`src/pse_pkg.sv`:
```
`timescale 1ns / 1ps
// ----------------------------------------------------------------------------
// Postfix stack evaluator package
// Token and error codes, controller states and the command and status bundles.
// ----------------------------------------------------------------------------
package pse_pkg;

  localparam int DATA_W = 32;
  localparam int FUNC_W = 3;
  localparam int ERR_W  = 2;

  localparam logic [FUNC_W-1:0] FUNC_PUSH = 3'd0;
  localparam logic [FUNC_W-1:0] FUNC_ADD  = 3'd1;
  localparam logic [FUNC_W-1:0] FUNC_SUB  = 3'd2;
  localparam logic [FUNC_W-1:0] FUNC_MUL  = 3'd3;
  localparam logic [FUNC_W-1:0] FUNC_DIV  = 3'd4;
  localparam logic [FUNC_W-1:0] FUNC_POW  = 3'd5;

  localparam logic [ERR_W-1:0] ERR_NONE  = 2'd0;
  localparam logic [ERR_W-1:0] ERR_UNDER = 2'd1;
  localparam logic [ERR_W-1:0] ERR_OVER  = 2'd2;
  localparam logic [ERR_W-1:0] ERR_DIVZ  = 2'd3;

  typedef enum logic [3:0] {
    ST_IDLE,
    ST_DISPATCH,
    ST_RD_LEFT,
    ST_CAP_LEFT,
    ST_SETUP,
    ST_MUL_LOOP,
    ST_DIV_LOOP,
    ST_DIV_FIX,
    ST_WRITE,
    ST_FINISH,
    ST_EMIT
  } state_t;

  typedef struct packed {
    logic              load_token;
    logic              set_err;
    logic [ERR_W-1:0]  err_code;
    logic              push_tok;
    logic              rd_top;
    logic              rd_second;
    logic              cap_right;
    logic              cap_left_pop;
    logic              setup;
    logic              mul_step;
    logic              take_acc;
    logic              div_step;
    logic              div_fix;
    logic              push_res;
    logic              emit;
  } cmd_t;

  typedef struct packed {
    logic [FUNC_W-1:0] tok_func;
    logic              tok_last;
    logic              depth_lt2;
    logic              depth_full;
    logic              right_zero;
    logic              right_neg;
    logic              expo_zero;
    logic              div_last;
    logic              out_free;
  } status_t;

endpackage

```
`src/pse_ram.sv`:
```
`timescale 1ns / 1ps
// ----------------------------------------------------------------------------
// Generic single-port-write RAM
// One write and one read port, read data registered and held when not read.
// ----------------------------------------------------------------------------
module pse_ram #(
  parameter int WIDTH = 32,
  parameter int DEPTH = 32
) (
  input  logic                     clk,
  input  logic                     we,
  input  logic [$clog2(DEPTH)-1:0] waddr,
  input  logic [WIDTH-1:0]         wdata,
  input  logic                     re,
  input  logic [$clog2(DEPTH)-1:0] raddr,
  output logic [WIDTH-1:0]         rdata
);

  logic [WIDTH-1:0] mem [DEPTH];

  always_ff @(posedge clk) begin
    if (we) begin
      mem[waddr] <= wdata;
    end
    if (re) begin
      rdata <= mem[raddr];
    end
  end

endmodule

```
`src/pse_datapath.sv`:
```
`timescale 1ns / 1ps
// ----------------------------------------------------------------------------
// Postfix stack evaluator datapath
// Value stack, depth and error registers, shared multiplier and divider loop.
// ----------------------------------------------------------------------------
module pse_datapath #(
  parameter int STACK_DEPTH = 32
) (
  input  logic                         clk,
  input  logic                         rst,
  input  pse_pkg::cmd_t                cmd,
  output pse_pkg::status_t             status,
  input  logic [pse_pkg::FUNC_W-1:0]   in_func,
  input  logic [pse_pkg::DATA_W-1:0]   in_value,
  input  logic                         in_last,
  output logic                         out_valid,
  input  logic                         out_ready,
  output logic [pse_pkg::DATA_W-1:0]   out_value,
  output logic [pse_pkg::ERR_W-1:0]    out_err
);

  import pse_pkg::*;

  localparam int AW = $clog2(STACK_DEPTH);
  localparam int DW = $clog2(STACK_DEPTH + 1);
  localparam int CW = $clog2(DATA_W);

  logic [DW-1:0]     depth;
  logic [ERR_W-1:0]  lat_err;
  logic [FUNC_W-1:0] tok_func;
  logic [DATA_W-1:0] tok_value;
  logic              tok_last;
  logic [DATA_W-1:0] right;
  logic [DATA_W-1:0] left;
  logic [DATA_W-1:0] res;
  logic [DATA_W-1:0] acc;
  logic [DATA_W-1:0] sq;
  logic [DATA_W-1:0] expo;
  logic [DATA_W-1:0] rem;
  logic [DATA_W-1:0] quo;
  logic [DATA_W-1:0] divisor;
  logic              neg_q;
  logic [CW-1:0]     cnt;

  logic [DW-1:0]     depth_m1;
  logic [DW-1:0]     depth_m2;
  logic              ram_we;
  logic [AW-1:0]     ram_waddr;
  logic [DATA_W-1:0] ram_wdata;
  logic              ram_re;
  logic [AW-1:0]     ram_raddr;
  logic [DATA_W-1:0] ram_rdata;
  logic [DATA_W:0]   trial;
  logic [DATA_W:0]   trial_diff;

  assign depth_m1  = depth - DW'(1);
  assign depth_m2  = depth - DW'(2);
  assign ram_we    = cmd.push_tok | cmd.push_res;
  assign ram_waddr = depth[AW-1:0];
  assign ram_wdata = cmd.push_tok ? tok_value : res;
  assign ram_re    = cmd.rd_top | cmd.rd_second;
  assign ram_raddr = cmd.rd_top ? depth_m1[AW-1:0] : depth_m2[AW-1:0];

  assign trial      = {rem, quo[DATA_W-1]};
  assign trial_diff = trial - {1'b0, divisor};

  pse_ram #(
    .WIDTH(DATA_W),
    .DEPTH(STACK_DEPTH)
  ) u_stack (
    .clk   (clk),
    .we    (ram_we),
    .waddr (ram_waddr),
    .wdata (ram_wdata),
    .re    (ram_re),
    .raddr (ram_raddr),
    .rdata (ram_rdata)
  );

  always_comb begin
    status.tok_func   = tok_func;
    status.tok_last   = tok_last;
    status.depth_lt2  = depth < DW'(2);
    status.depth_full = depth == DW'(STACK_DEPTH);
    status.right_zero = right == '0;
    status.right_neg  = right[DATA_W-1];
    status.expo_zero  = expo == '0;
    status.div_last   = cnt == '0;
    status.out_free   = !out_valid || out_ready;
  end

  always_ff @(posedge clk) begin
    if (rst) begin
      depth     <= '0;
      lat_err   <= ERR_NONE;
      out_valid <= 1'b0;
    end else begin
      if (cmd.set_err && lat_err == ERR_NONE) begin
        lat_err <= cmd.err_code;
      end
      if (cmd.push_tok || cmd.push_res) begin
        depth <= depth + DW'(1);
      end else if (cmd.cap_left_pop) begin
        depth <= depth_m2;
      end
      if (cmd.emit) begin
        depth     <= '0;
        lat_err   <= ERR_NONE;
        out_valid <= 1'b1;
      end else if (out_ready) begin
        out_valid <= 1'b0;
      end
    end
  end

  always_ff @(posedge clk) begin
    if (cmd.load_token) begin
      tok_func  <= in_func;
      tok_value <= in_value;
      tok_last  <= in_last;
    end
    if (cmd.cap_right) begin
      right <= ram_rdata;
    end
    if (cmd.cap_left_pop) begin
      left <= ram_rdata;
    end
    if (cmd.emit) begin
      out_value <= (depth == '0) ? '0 : ram_rdata;
      out_err   <= lat_err;
    end
    if (cmd.setup) begin
      case (tok_func)
        FUNC_ADD: begin
          res <= left + right;
        end
        FUNC_SUB: begin
          res <= left - right;
        end
        FUNC_MUL: begin
          acc  <= left;
          sq   <= right;
          expo <= DATA_W'(1);
        end
        FUNC_POW: begin
          acc  <= DATA_W'(1);
          sq   <= left;
          expo <= right;
          if (left == DATA_W'(1)) begin
            res <= DATA_W'(1);
          end else if (left == '1) begin
            res <= right[0] ? '1 : DATA_W'(1);
          end else begin
            res <= '0;
          end
        end
        FUNC_DIV: begin
          res     <= '0;
          rem     <= '0;
          quo     <= left[DATA_W-1] ? -left : left;
          divisor <= right[DATA_W-1] ? -right : right;
          neg_q   <= left[DATA_W-1] ^ right[DATA_W-1];
          cnt     <= CW'(DATA_W - 1);
        end
        default: begin
          res <= '0;
        end
      endcase
    end
    if (cmd.mul_step) begin
      if (expo[0]) begin
        acc <= acc * sq;
      end
      sq   <= sq * sq;
      expo <= expo >> 1;
    end
    if (cmd.take_acc) begin
      res <= acc;
    end
    if (cmd.div_step) begin
      cnt <= cnt - CW'(1);
      if (!trial_diff[DATA_W]) begin
        rem <= trial_diff[DATA_W-1:0];
        quo <= {quo[DATA_W-2:0], 1'b1};
      end else begin
        rem <= trial[DATA_W-1:0];
        quo <= {quo[DATA_W-2:0], 1'b0};
      end
    end
    if (cmd.div_fix) begin
      res <= neg_q ? -quo : quo;
    end
  end

endmodule

```
`src/pse_ctrl.sv`:
```
`timescale 1ns / 1ps
// ----------------------------------------------------------------------------
// Postfix stack evaluator controller
// Sequences one token at a time through stack reads, arithmetic and write-back.
// ----------------------------------------------------------------------------
module pse_ctrl (
  input  logic             clk,
  input  logic             rst,
  input  logic             in_valid,
  output logic             in_ready,
  input  pse_pkg::status_t status,
  output pse_pkg::cmd_t    cmd
);

  import pse_pkg::*;

  state_t state;
  state_t state_next;

  always_ff @(posedge clk) begin
    if (rst) begin
      state <= ST_IDLE;
    end else begin
      state <= state_next;
    end
  end

  always_comb begin
    state_next = state;
    cmd        = '0;
    in_ready   = 1'b0;
    case (state)
      ST_IDLE: begin
        in_ready = 1'b1;
        if (in_valid) begin
          cmd.load_token = 1'b1;
          state_next     = ST_DISPATCH;
        end
      end
      ST_DISPATCH: begin
        state_next = ST_FINISH;
        if (status.tok_func == FUNC_PUSH) begin
          if (status.depth_full) begin
            cmd.set_err  = 1'b1;
            cmd.err_code = ERR_OVER;
          end else begin
            cmd.push_tok = 1'b1;
          end
        end else if (status.tok_func == FUNC_ADD || status.tok_func == FUNC_SUB ||
                     status.tok_func == FUNC_MUL || status.tok_func == FUNC_DIV ||
                     status.tok_func == FUNC_POW) begin
          if (status.depth_lt2) begin
            cmd.set_err  = 1'b1;
            cmd.err_code = ERR_UNDER;
          end else begin
            cmd.rd_top = 1'b1;
            state_next = ST_RD_LEFT;
          end
        end
      end
      ST_RD_LEFT: begin
        cmd.cap_right = 1'b1;
        cmd.rd_second = 1'b1;
        state_next    = ST_CAP_LEFT;
      end
      ST_CAP_LEFT: begin
        cmd.cap_left_pop = 1'b1;
        state_next       = ST_SETUP;
      end
      ST_SETUP: begin
        cmd.setup = 1'b1;
        case (status.tok_func)
          FUNC_MUL: begin
            state_next = ST_MUL_LOOP;
          end
          FUNC_POW: begin
            state_next = status.right_neg ? ST_WRITE : ST_MUL_LOOP;
          end
          FUNC_DIV: begin
            if (status.right_zero) begin
              cmd.set_err  = 1'b1;
              cmd.err_code = ERR_DIVZ;
              state_next   = ST_WRITE;
            end else begin
              state_next = ST_DIV_LOOP;
            end
          end
          default: begin
            state_next = ST_WRITE;
          end
        endcase
      end
      ST_MUL_LOOP: begin
        if (status.expo_zero) begin
          cmd.take_acc = 1'b1;
          state_next   = ST_WRITE;
        end else begin
          cmd.mul_step = 1'b1;
        end
      end
      ST_DIV_LOOP: begin
        cmd.div_step = 1'b1;
        if (status.div_last) begin
          state_next = ST_DIV_FIX;
        end
      end
      ST_DIV_FIX: begin
        cmd.div_fix = 1'b1;
        state_next  = ST_WRITE;
      end
      ST_WRITE: begin
        cmd.push_res = 1'b1;
        state_next   = ST_FINISH;
      end
      ST_FINISH: begin
        if (status.tok_last) begin
          cmd.rd_top = 1'b1;
          state_next = ST_EMIT;
        end else begin
          state_next = ST_IDLE;
        end
      end
      ST_EMIT: begin
        if (status.out_free) begin
          cmd.emit   = 1'b1;
          state_next = ST_IDLE;
        end
      end
      default: begin
        state_next = ST_IDLE;
      end
    endcase
  end

endmodule

```
`src/postfix_stack_evaluator_unit.sv`:
```
// Tokens are taken one at a time: a push, an unused kind or a stack error passes dispatch
// and finish; an operator also reads both operands, sets up and writes back its result,
// with a square-and-multiply loop for multiply and power and a bit-per-cycle divider loop
// for divide (skipped by divide by zero and a negative-exponent power). A last token adds
// a top-of-stack read; the result is then held in an output register until taken.
// Synchronous reset empties the stack and clears the latched error and the output valid.
`timescale 1ns / 1ps
// ----------------------------------------------------------------------------
// Postfix stack evaluator
// Evaluates integer postfix expressions on a value stack, one token per transaction.
// ----------------------------------------------------------------------------
module postfix_stack_evaluator_unit #(
  parameter int STACK_DEPTH = 32
) (
  input  logic                        clk,
  input  logic                        rst,
  input  logic                        s_tvalid,
  output logic                        s_tready,
  input  logic [pse_pkg::DATA_W-1:0]  s_tdata,   // [31:0] operand_value
  input  logic [pse_pkg::FUNC_W-1:0]  s_tuser,   // [2:0] func
  input  logic                        s_tlast,
  output logic                        m_tvalid,
  input  logic                        m_tready,
  output logic [pse_pkg::DATA_W-1:0]  m_tdata,   // [31:0] result_value
  output logic [pse_pkg::ERR_W-1:0]   m_tuser    // [1:0] error_status
);

  import pse_pkg::*;

  cmd_t    cmd;
  status_t status;

  pse_ctrl u_ctrl (
    .clk      (clk),
    .rst      (rst),
    .in_valid (s_tvalid),
    .in_ready (s_tready),
    .status   (status),
    .cmd      (cmd)
  );

  pse_datapath #(
    .STACK_DEPTH(STACK_DEPTH)
  ) u_datapath (
    .clk       (clk),
    .rst       (rst),
    .cmd       (cmd),
    .status    (status),
    .in_func   (s_tuser),
    .in_value  (s_tdata),
    .in_last   (s_tlast),
    .out_valid (m_tvalid),
    .out_ready (m_tready),
    .out_value (m_tdata),
    .out_err   (m_tuser)
  );

endmodule

```
`config.mk`:
```
export PLATFORM = sky130hd
export DESIGN_NAME = postfix_stack_evaluator_unit
export DESIGN_NICKNAME = d
export VERILOG_FILES = /design/src/pse_pkg.sv /design/src/pse_ram.sv /design/src/pse_datapath.sv /design/src/pse_ctrl.sv /design/src/postfix_stack_evaluator_unit.sv
export SDC_FILE = /design/constraint.sdc
export NUM_CORES = 2
export LEC_CHECK = 0
export ABC_AREA = 1
export BUFFER_PORTS_ARGS = -buffer_cell sky130_fd_sc_hd__buf_2
export CORE_UTILIZATION = 30
export CTS_CLUSTER_DIAMETER = 100
export DETAILED_ROUTE_END_ITERATION = 8
export HOLD_SLACK_MARGIN = 0.03
export MAX_ROUTING_LAYER = met4
export PLACE_DENSITY_LB_ADDON = 0.08
export SLEW_MARGIN = 20
export SYNTH_ARGS = -nofsm -noshare
export SYNTH_HDL_FRONTEND = slang
export SYNTH_HIERARCHICAL = 1
export SYNTH_SLANG_ARGS = --single-unit
```
`constraint.sdc`:
```
create_clock -name clk -period 15.96 [get_ports clk]
set_clock_uncertainty 0.05 [all_clocks]
set_input_delay 3.192 -clock clk [delete_from_list [all_inputs] [get_ports clk]]
set_output_delay 3.192 -clock clk [all_outputs]
set_load 0.005 [all_outputs]
```
==> out/qor_table.md <==
| Item | This run |
| --- | --- |
| Routed wl met3 | 12400 um |
| Area Growth Syn to Fin | 10.5% |
| Clock latency at the later pin of the worst-skew pair | 0.85 ns |
| Post-route minimum period | 8.05 ns |
| Detailed-routing iteration count for the pre-antenna-repair pass | 6 |
| Flop and latch count out of synthesis | 1433 |
| Via-to-Cell Ratio | 4.83 |
| Number of buffers inserted for hold repair after clock tree synthesis | 0 |
| CP Max Fanout | 39 |
| Post-synthesis cell area | 96500 um^2 |
| Fraction of synthesis flops using an asynchronous set or reset pin | 0 |
| Power Density | 134 nW/um^2 |
| Clock transition time at the flip-flop clock pins of the worst setup and hold paths | 0.06 ns |
| Fraction of final layout cells sized beyond drive strength 1 | 0.0638 |
| Total via count in the routed design | 70901 |
| Placer Congestion | 0.899 |
| P_leak | 0.0476 uW |
| Wire length of the first global-routing pass | 525000 um |
| # H-tree levels | 4 |
| Average size of a mapped cell | 9.35 um^2 |
| Commonest non-fill, non-tap cells in the layout | sky130_fd_sc_hd__nand2_1, sky130_fd_sc_hd__inv_1, sky130_fd_sc_hd__edfxtp_1, sky130_fd_sc_hd__nand3_1, sky130_fd_sc_hd__fa_1 |
| Largest cells by area after synthesis | sky130_fd_sc_hd__edfxtp_1, sky130_fd_sc_hd__fa_1, sky130_fd_sc_hd__nand2_1 |
| Transition time of the tightest slew-check pin | 1.37 ns |
| Type of element capturing the critical path | flip-flop |
| Number of warnings printed during yosys synthesis | 6 |
| Peak supply drop | 274 uV |
| Post-layout instance count excluding filler cells | 14670 |
| Post-DP HPWL | 240000 um |
| Unrepaired setup endpoints after global routing | false |
| Top cell type by total area after synthesis | sky130_fd_sc_hd__edfxtp_1 |
| Post-CTS Resized | 0 |
| Uppermost layer routed | met4 |
| Die footprint | 324000 um^2 |
| Filler instances | 32770 |
| Number of instances in the synthesized netlist | 10315 |
| Area occupied by multi-input gates | 45100 um^2 |
| Total setup buffers inserted after CTS | 0 |
| Final setup violation count | 0 |
| Final WL | 361000 um |
| Setup TNS | 0 ns |
| Seq. cell area | 42600 um^2 |
| Total power consumption of the routed design | 14300 uW |
| Library cells used by synthesis | 72 |
| DR iter-0 viols | 5375 |
| Slew margin rel. | 0.0839 |
| Sequential share of the synthesized area | 0.441 |
| Fmax achieved | 124 MHz |
| CTS tree | yes |
| Met2 routed wirelength | 184000 um |
| Leading cell type in the layout, fill and taps excluded | sky130_fd_sc_hd__nand2_1 |
| DRC errors left | 0 |
| GRT Resource Usage Total | 0.229 |
| Max cap viols | 0 |
| Number of global-route vias before repair | 72713 |
| Area share of the largest cell type after synthesis | 0.432 |
| Post-route setup slack | 7.91 ns |
| Antenna-violating nets left | 0 |
| Starting density of the core | 0.303 |
| Worst EP arrival | 8.56 ns |
| Crit Path Category | reg -> reg |
| Top Ports | 76 |
| Antenna violations before repair | 5 |
| Horiz. Die Dim | 569 um |
| Setup slack at placement | 7.94 ns |
| Detailed-routing wirelength on met1 | 153000 um |
| Launching element type of the critical path | flip-flop |
| Average routed wire per standard cell | 24.6 um |
| Final Hold Fails | 0 |
| Post-Synthesis Net Count | 11455 |
| CTS root buffer | sky130_fd_sc_hd__clkbuf_16 |
| Die height | 569 um |
| Predominant post-synthesis flop cell | sky130_fd_sc_hd__edfxtp_1 |
| Worst Hold Class | reg -> reg |
| Final slew viol count | 0 |
| Hold slack | 0.400 ns |
| Fin crit share | 0.505 |
| Run status | complete, no violations |
| Total CTS buffers | 169 |
| Core area | 319000 um^2 |
| Clock tree sinks | 1433 |
| Critical path data required time | 16.47 ns |
| Pin count of the biggest net entering global routing | 208 |
| Number of flops mapped to enable cells by yosys | 1387 |
| Number of cell rows | 207 |
| Count of nets after finishing | 11370 |
| GRT overflow | 0 |
| Clock buffer depth | 3 |
| Count of port buffers added during placement | 75 |
| Total placed cells including tap cells | 14343 |
-- worst max-delay path, stage by stage (launching register included) --
cell and delay (ns):
sky130_fd_sc_hd__edfxtp_1 0.74, sky130_fd_sc_hd__buf_4 0.74, sky130_fd_sc_hd__nand2_1 0.23, sky130_fd_sc_hd__fa_1 0.51, sky130_fd_sc_hd__fa_1 0.53, sky130_fd_sc_hd__fa_1 0.55, sky130_fd_sc_hd__fa_1 0.52, sky130_fd_sc_hd__inv_1 0.06
sky130_fd_sc_hd__fa_1 0.60, sky130_fd_sc_hd__fa_1 0.49, sky130_fd_sc_hd__fa_1 0.53, sky130_fd_sc_hd__fa_1 0.46, sky130_fd_sc_hd__ha_1 0.40, sky130_fd_sc_hd__nand2_1 0.12, sky130_fd_sc_hd__nor4_1 0.45, sky130_fd_sc_hd__o21ai_0 0.17
sky130_fd_sc_hd__nand3_1 0.22, sky130_fd_sc_hd__nand3_1 0.13, sky130_fd_sc_hd__a21oi_1 0.16, sky130_fd_sc_hd__o21ai_0 0.10
-- registers in the layout (all words and copies together) (netlist names), 2 cells and up --
register                  count
u_datapath/sq                32
u_datapath/out_err            2
u_datapath/out_value         32
u_datapath/acc               32
u_datapath/tok_func           3
u_datapath/left              32
u_datapath/cnt                5
u_datapath/lat_err            2
u_datapath/depth              6
u_datapath/divisor           32
u_datapath/u_stack/mem     1024
u_datapath/rem               32
u_datapath/tok_value         32
u_datapath/u_stack/rdata     32
u_datapath/quo               32
u_ctrl/state                  4
u_datapath/expo              32
u_datapath/res               32
u_datapath/right             32
-- cells by family (layout without fill, tap and decap cells) --
logic type      Yosys count  in the layout  synth area share
flops                  1433           1433             0.441
mux                      33             33           0.00385
fa+ha+maj              1100           1100             0.203
simple gates           4604           4604             0.199
xor+xnor                 97             97           0.00881
buf+inv                2220           2275            0.0952
compound gates          828            828            0.0488
other cells               0             16                 0
-- power breakdown --
group	switching [uW]	leakage (uW)	internal, uW
clock	1670	0.00256	2110
combinational	4130	0.0322	2010
sequential	122	0.0129	4220
total	5920	0.0476	8350
-- final cells by class --
cell class	instances	share of cell area
diodes	16	0.000375
well taps	4284	0.0503
clock inverters	91	0.00806
multi-input cells	6662	0.423
repair buffers	236	0.0163
flip-flops and latches	1433	0.399
clock buffers	220	0.0417
inverters	1728	0.0611
-- metal layers --
metal	vias to the layer above	global-route usage
met2	1563	0.399
met3	485	0.0195
li1	32839	-
met4	0	0.0697
met5	-	-
met1	36014	0.282
-- worst paths after layout --
check,end,slack [ns],depth (start not counted),startpoint
worst max-delay path,u_datapath/sq[29],7.91,19,u_datapath/sq[8]
worst min-delay path,u_datapath/out_err[1],0.40,0,u_datapath/lat_err[1]
worst max register to register,u_datapath/sq[29],7.91,19,u_datapath/sq[8]
worst min register to register,u_datapath/out_err[1],0.40,0,u_datapath/lat_err[1]
-- synth_stat cells, types with 6 or more instances --
| cell type | count |
|---|---|
| sky130_fd_sc_hd__or2_2 | 10 |
| sky130_fd_sc_hd__buf_1 | 74 |
| sky130_fd_sc_hd__nand2_1 | 3066 |
| sky130_fd_sc_hd__nor2_1 | 327 |
| sky130_fd_sc_hd__buf_4 | 28 |
| sky130_fd_sc_hd__nand4_1 | 43 |
| sky130_fd_sc_hd__a21oi_1 | 275 |
| sky130_fd_sc_hd__nor2_2 | 14 |
| sky130_fd_sc_hd__o311ai_0 | 6 |
| sky130_fd_sc_hd__nand3_2 | 11 |
| sky130_fd_sc_hd__xor2_1 | 71 |
| sky130_fd_sc_hd__nand2_2 | 10 |
| sky130_fd_sc_hd__nor4_1 | 23 |
| sky130_fd_sc_hd__fa_1 | 777 |
| sky130_fd_sc_hd__dfxtp_1 | 46 |
| sky130_fd_sc_hd__o211ai_1 | 22 |
| sky130_fd_sc_hd__nand3_1 | 1001 |
| sky130_fd_sc_hd__o31ai_1 | 31 |
| sky130_fd_sc_hd__a21o_1 | 21 |
| sky130_fd_sc_hd__a211oi_1 | 6 |
| sky130_fd_sc_hd__o21a_1 | 11 |
| sky130_fd_sc_hd__ha_1 | 323 |
| sky130_fd_sc_hd__o22ai_1 | 15 |
| sky130_fd_sc_hd__inv_2 | 22 |
| sky130_fd_sc_hd__clkbuf_1 | 201 |
| sky130_fd_sc_hd__inv_1 | 1701 |
| sky130_fd_sc_hd__edfxtp_1 | 1387 |
| sky130_fd_sc_hd__nor3_1 | 51 |
| sky130_fd_sc_hd__mux2_2 | 33 |
| sky130_fd_sc_hd__o21ai_1 | 37 |
| sky130_fd_sc_hd__a31oi_1 | 19 |
| sky130_fd_sc_hd__buf_2 | 112 |
| sky130_fd_sc_hd__buf_6 | 72 |
| sky130_fd_sc_hd__o21ai_0 | 317 |
| sky130_fd_sc_hd__xnor2_1 | 26 |
| sky130_fd_sc_hd__o21bai_1 | 21 |
| sky130_fd_sc_hd__nand3b_1 | 20 |
-- metrics by stage --
step | util | instance area, um^2
final | 0.334 | 107000
after detailed placement | 0.318 | 101000
after global routing | 0.334 | 107000
after floorplan | - | 96500
after global placement | 0.317 | 101000
after CTS | 0.334 | 107000
Note: power is estimated with default switching activity, not from simulation.
